### src/hw/rtl/aabb_push_out_resolver_core_defines.svh
// assertion helpers for the push-out resolver
`ifndef AABB_PUSH_OUT_RESOLVER_CORE_DEFINES_SVH
`define AABB_PUSH_OUT_RESOLVER_CORE_DEFINES_SVH

// property that holds on every clock edge outside reset
`define APR_ASSERT(label, prop, msg) \
    label: assert property (@(posedge i_clk) disable iff (!i_rst_n) (prop)) else $error(msg);

// same property but also checked during reset
`define APR_ASSERT_ALWAYS(label, prop, msg) \
    label: assert property (@(posedge i_clk) (prop)) else $error(msg);

`endif

### src/hw/rtl/apr_pkg.sv
package apr_pkg;

    localparam int unsigned CoordW = 32;
    localparam int unsigned ExtW   = 31;
    localparam int unsigned QuatW  = 16;
    localparam int unsigned RegW   = 21;
    localparam int unsigned RelW   = 17;
    localparam int unsigned WideW  = 64;

    localparam logic [RegW-1:0] HalfWidthRst    = 21'd19661;
    localparam logic [RegW-1:0] StandHeightRst  = 21'd117965;
    localparam logic [RegW-1:0] CrouchHeightRst = 21'd65536;
    localparam logic [RelW-1:0] GroundRelRst    = 17'd655;

    localparam logic [1:0] RegHalfWidth    = 2'd0;
    localparam logic [1:0] RegStandHeight  = 2'd1;
    localparam logic [1:0] RegCrouchHeight = 2'd2;
    localparam logic [1:0] RegGroundRel    = 2'd3;

    localparam logic OpStart = 1'b0;
    localparam logic OpBox   = 1'b1;

    localparam logic [2:0] ContactNone    = 3'd0;
    localparam logic [2:0] ContactPushX   = 3'd1;
    localparam logic [2:0] ContactPushZ   = 3'd2;
    localparam logic [2:0] ContactCeiling = 3'd3;
    localparam logic [2:0] ContactLanded  = 3'd4;
    localparam logic [2:0] ContactFloor   = 3'd5;

    // multiply-accumulate unit command
    typedef struct packed {
        logic               clear;
        logic               en;
        logic signed [33:0] a;
        logic signed [33:0] b;
    } t_mac_cmd;

endpackage

### src/hw/rtl/apr_mac.sv
// shared signed multiply-accumulate, one product per cycle while en is set
module apr_mac (
    input  logic                    i_clk,
    input  apr_pkg::t_mac_cmd       i_cmd,
    output logic signed [63:0]      o_acc
);
    logic signed [63:0] r_acc;
    logic signed [67:0] w_prod;

    assign w_prod = i_cmd.a * i_cmd.b;

    always_ff @(posedge i_clk) begin
        if (i_cmd.en) begin
            if (i_cmd.clear) begin
                r_acc <= w_prod[63:0];
            end else begin
                r_acc <= r_acc + w_prod[63:0];
            end
        end
    end

    assign o_acc = r_acc;
endmodule

### config.mk
export PLATFORM = sky130hd
export DESIGN_NAME = apr_mac
export DESIGN_NICKNAME = d
export VERILOG_FILES = /design/src/hw/rtl/aabb_push_out_resolver_core_defines.svh /design/src/hw/rtl/apr_pkg.sv /design/src/hw/rtl/apr_mac.sv
export SDC_FILE = /design/constraint.sdc
export NUM_CORES = 2
export LEC_CHECK = 0
export BUFFER_PORTS_ARGS = -buffer_cell sky130_fd_sc_hd__buf_2
export CORE_UTILIZATION = 55
export CTS_CLUSTER_DIAMETER = 60
export CTS_CLUSTER_SIZE = 28
export DETAILED_ROUTE_END_ITERATION = 7
export GPL_TIMING_DRIVEN = 0
export PLACE_DENSITY = 0.72
export SKIP_LAST_GASP = 1
export SLEW_MARGIN = 30
export SYNTH_ARGS = -nofsm -noshare
export SYNTH_HDL_FRONTEND = slang
export SYNTH_SLANG_ARGS = --single-unit
### constraint.sdc
create_clock -name i_clk -period 12.3 [get_ports i_clk]
set_clock_uncertainty 0.1 [all_clocks]
set_input_delay 1.23 -clock i_clk [delete_from_list [all_inputs] [get_ports i_clk]]
set_output_delay 1.23 -clock i_clk [all_outputs]
set_load 0.01 [all_outputs]
==> impl_metrics.tcl <==
set metrics [dict create \
    run_status "complete, no violations" \
    clock.fmax_ghz 0.0830 \
    ctsLongestPathBuffers 2 \
    ios 135 \
    slew-limit-headroom 0.259 \
    synth_compound_gate_area_share 0.0634 \
    end_kind "flip-flop" \
    synth_commonest_cells "sky130_fd_sc_hd__fa_1, sky130_fd_sc_hd__inv_1, sky130_fd_sc_hd__nand2_1" \
    finalWorstPathRequiredPeriod_ns 12.05 \
    ys_async_sr_fraction 0 \
    start_kind "input port" \
    reg2regPathDepth 13 \
    detailedRoute.firstPassIterationCount 6 \
    grt_antenna_before_repair 22 \
    synthesis.yosys.warnings 0 \
    synthesized_area_fraction_occupied_by_adder_cells 0.592 \
    worstSetupEndpoint "o_acc[61]$_DFFE_PP_" \
    ant_nets 0 \
    placementRows 105 \
    post_dp_cell_area_um2 47900 \
    core_area_um2 82400 \
    r2r-end "o_acc[58]$_DFFE_PP_" \
    holdCritStartpoint "o_acc[0]$_DFFE_PP_" \
    synth_area_leader_cell "sky130_fd_sc_hd__fa_1" \
    arrival_ns 12.01 \
    synth-simple-area-share 0.156 \
    setup.worst_path.class "in2reg" \
    post_synth_mux_area_share 0.00316 \
    post_route_wl_um 160000 \
    critPathLaunch "i_cmd[56]" \
    finish.net_count 6693 \
    area_growth_syn_to_layout_pct 5.20 \
    grt_usage 0.389 \
    largest_reg_flops 64 \
    grt_max_degree 50 \
    timing.hold.worst.class "reg2reg" \
    detail_route.vias_per_cell 5.85 \
    max_cap_violations 0 \
    layout_cells_sized_above_1 0.0472 \
    synth_enable_flop_cells 64 \
    clkSinkCount 64 \
    floorplan.die.width_um 291 \
    synth_seq_cells 64 \
    wire_length_of_the_first_global_routing_pass_um 237000 \
    remaining_drc_errors 0 \
    synth_top_family_by_area "adder cells" \
    clock_tree.root_cell "sky130_fd_sc_hd__clkbuf_16" \
    initial_utilization 0.557 \
    yosys.cell_types.count 73 \
    final_design_area_no_fill_um2 48300 \
    critical-path-top-cell-by-count "sky130_fd_sc_hd__fa_1" \
    numCtsBuffers 9 \
    tritoncts "built" \
    via_count 36600 \
    dominantRegCellSynth "sky130_fd_sc_hd__edfxtp_1" \
    clk_pin_slew_worst_paths_ns 0.06 \
    period_share 0.979 \
    worst-endpoint-required_ns 12.27 \
    synth_largest_type_area_fraction 0.520 \
    count_of_endpoints_failing_setup_in_the_final_report 0 \
    reg2reg_from "o_acc[0]$_DFFE_PP_" \
    h-tree-depth 3 \
    clkLatencyLatePin_ns 0.36 \
    yosys.area_share.xor_xnor 0.0271 \
    synth.most_common_cell "sky130_fd_sc_hd__fa_1" \
    dr.first_iter.drc_count 3316 \
    report.final.slew_viol_count 0 \
    post_drt_wl_per_cell_um 25.7 \
    first_global_vias 38100 \
    r2r_setup_slack_ns 8.21 \
    grt.overflow.total 0 \
    port-buffer-count 124 \
    die_outline_area_um2 84600 \
    critical_path_peak_fanout 10 \
    report.final.hold_viol_count 0 \
    globalplace.congestion 1.04 \
    syn_avg_cell_area_um2 9.13 \
    syn_area_um2 45900 \
    synth.top_cells.by_area "sky130_fd_sc_hd__fa_1, sky130_fd_sc_hd__inv_1, sky130_fd_sc_hd__and2_1" \
    synth_fp_nets 6557 \
    chipHeight_um 291 \
    crit_slowest_cell "sky130_fd_sc_hd__clkbuf_1" \
    synthCells 5030 \
    worstMarginPinSlew_ns 1.11 \
    cts_hold_buf 0 \
    max_stage_delay_ns 0.79 \
    part_of_the_yosys_area_used_for_sequential_elements 0.0419 \
    finalSetupTns_ns 0 \
    dp.final_hpwl_um 137000 \
]
## worst max-delay path: cells and delay by family
kind,cells,cell delay [ns]
AO/OA/AOI/OAI,11,1.94
buffers and inverters,8,1.68
adder cells (fa/ha/maj),10,4.68
XOR/XNOR,2,0.56
AND/OR/NAND/NOR,7,1.93
## through the flow
stage,worst slack [ns],hold WS (ns),instances,utilization
5_1_grt,-0.0288,0.685,6243,0.586
2_1_floorplan,1.69,0.645,5030,-
6_report,0.253,0.674,6250,0.586
3_5_place_dp,-0.380,0.662,6226,0.582
4_1_cts,0.0252,0.678,6242,0.585
3_3_place_gp,-0.527,0.656,6224,0.581
## per-layer routing
metal / global-route usage / part of all wire / vias to the layer above
met5: 0 / 0.00089 / -
met4: 0.283 / 0.092 / 20
met3: 0.0886 / 0.11 / 663
met2: 0.597 / 0.45 / 2141
met1: 0.485 / 0.36 / 18600
li1: - / - / 15100
## final cells by class
class                      instances  area [µm²]
multi-input combinational       3542       38700
fill                            7401       34100
timing repair buffer             126         664
clock buffer                      10         229
sequential                        64        1920
inverter                        1164        4370
tap                             1070        1340
buffer                           259        1070
antenna                            9        22.5
clock inverter                     6        26.3
## worst min path at each step
stage | end | slack, ns | cells after the start
after floorplan | o_acc[0]$_DFFE_PP_ | 0.65 | 2
after global placement | o_acc[0]$_DFFE_PP_ | 0.66 | 2
after detailed placement | o_acc[0]$_DFFE_PP_ | 0.66 | 2
after CTS | o_acc[0]$_DFFE_PP_ | 0.68 | 2
after global routing | o_acc[0]$_DFFE_PP_ | 0.69 | 2
final | o_acc[0]$_DFFE_PP_ | 0.67 | 2
## cell families (layout without fill, tap and decap cells)
family,count (synthesis),after routing
AO/OA/AOI/OAI,458,458
XOR/XNOR,142,142
adder cells (fa/ha/maj),1456,1456
buffers and inverters,1424,1565
flip-flops,64,64
multiplexers,13,13
other,0,9
AND/OR/NAND/NOR,1473,1473
## timing repair
item	4_1_cts	5_1_grt
gates resized for setup	1	126
cloned	0	0
setup buffers	0	0
setup endpoints to repair	1	17
## placed cells by master, fill, tap and decap left out, types with 7 or more instances in the layout
master,count
sky130_fd_sc_hd__fa_1,1193
sky130_fd_sc_hd__inv_1,1164
sky130_fd_sc_hd__nand2_1,724
sky130_fd_sc_hd__and2_1,527
sky130_fd_sc_hd__ha_1,262
sky130_fd_sc_hd__clkbuf_1,185
sky130_fd_sc_hd__a21oi_1,136
sky130_fd_sc_hd__buf_2,133
sky130_fd_sc_hd__o21ai_0,107
sky130_fd_sc_hd__xnor2_1,99
sky130_fd_sc_hd__nor2_1,85
sky130_fd_sc_hd__a21o_1,66
sky130_fd_sc_hd__edfxtp_1,64
sky130_fd_sc_hd__clkbuf_2,52
sky130_fd_sc_hd__xor2_1,42
sky130_fd_sc_hd__nand4_1,28
sky130_fd_sc_hd__o21bai_1,27
sky130_fd_sc_hd__nand3_1,25
sky130_fd_sc_hd__nand2b_1,22
sky130_fd_sc_hd__o21a_1,21
sky130_fd_sc_hd__nor3_1,14
sky130_fd_sc_hd__a31oi_1,14
sky130_fd_sc_hd__o21ai_1,13
sky130_fd_sc_hd__mux2_2,12
sky130_fd_sc_hd__and3_1,10
sky130_fd_sc_hd__diode_2,9
sky130_fd_sc_hd__o211ai_1,9
sky130_fd_sc_hd__clkbuf_16,9
sky130_fd_sc_hd__nor2b_1,8
sky130_fd_sc_hd__o221ai_1,7
sky130_fd_sc_hd__buf_1,7
sky130_fd_sc_hd__o31ai_1,7
sky130_fd_sc_hd__a211oi_1,7
Power is not shown: default switching activity piles up to over one toggle a cycle in this logic, so the estimate is an artifact.
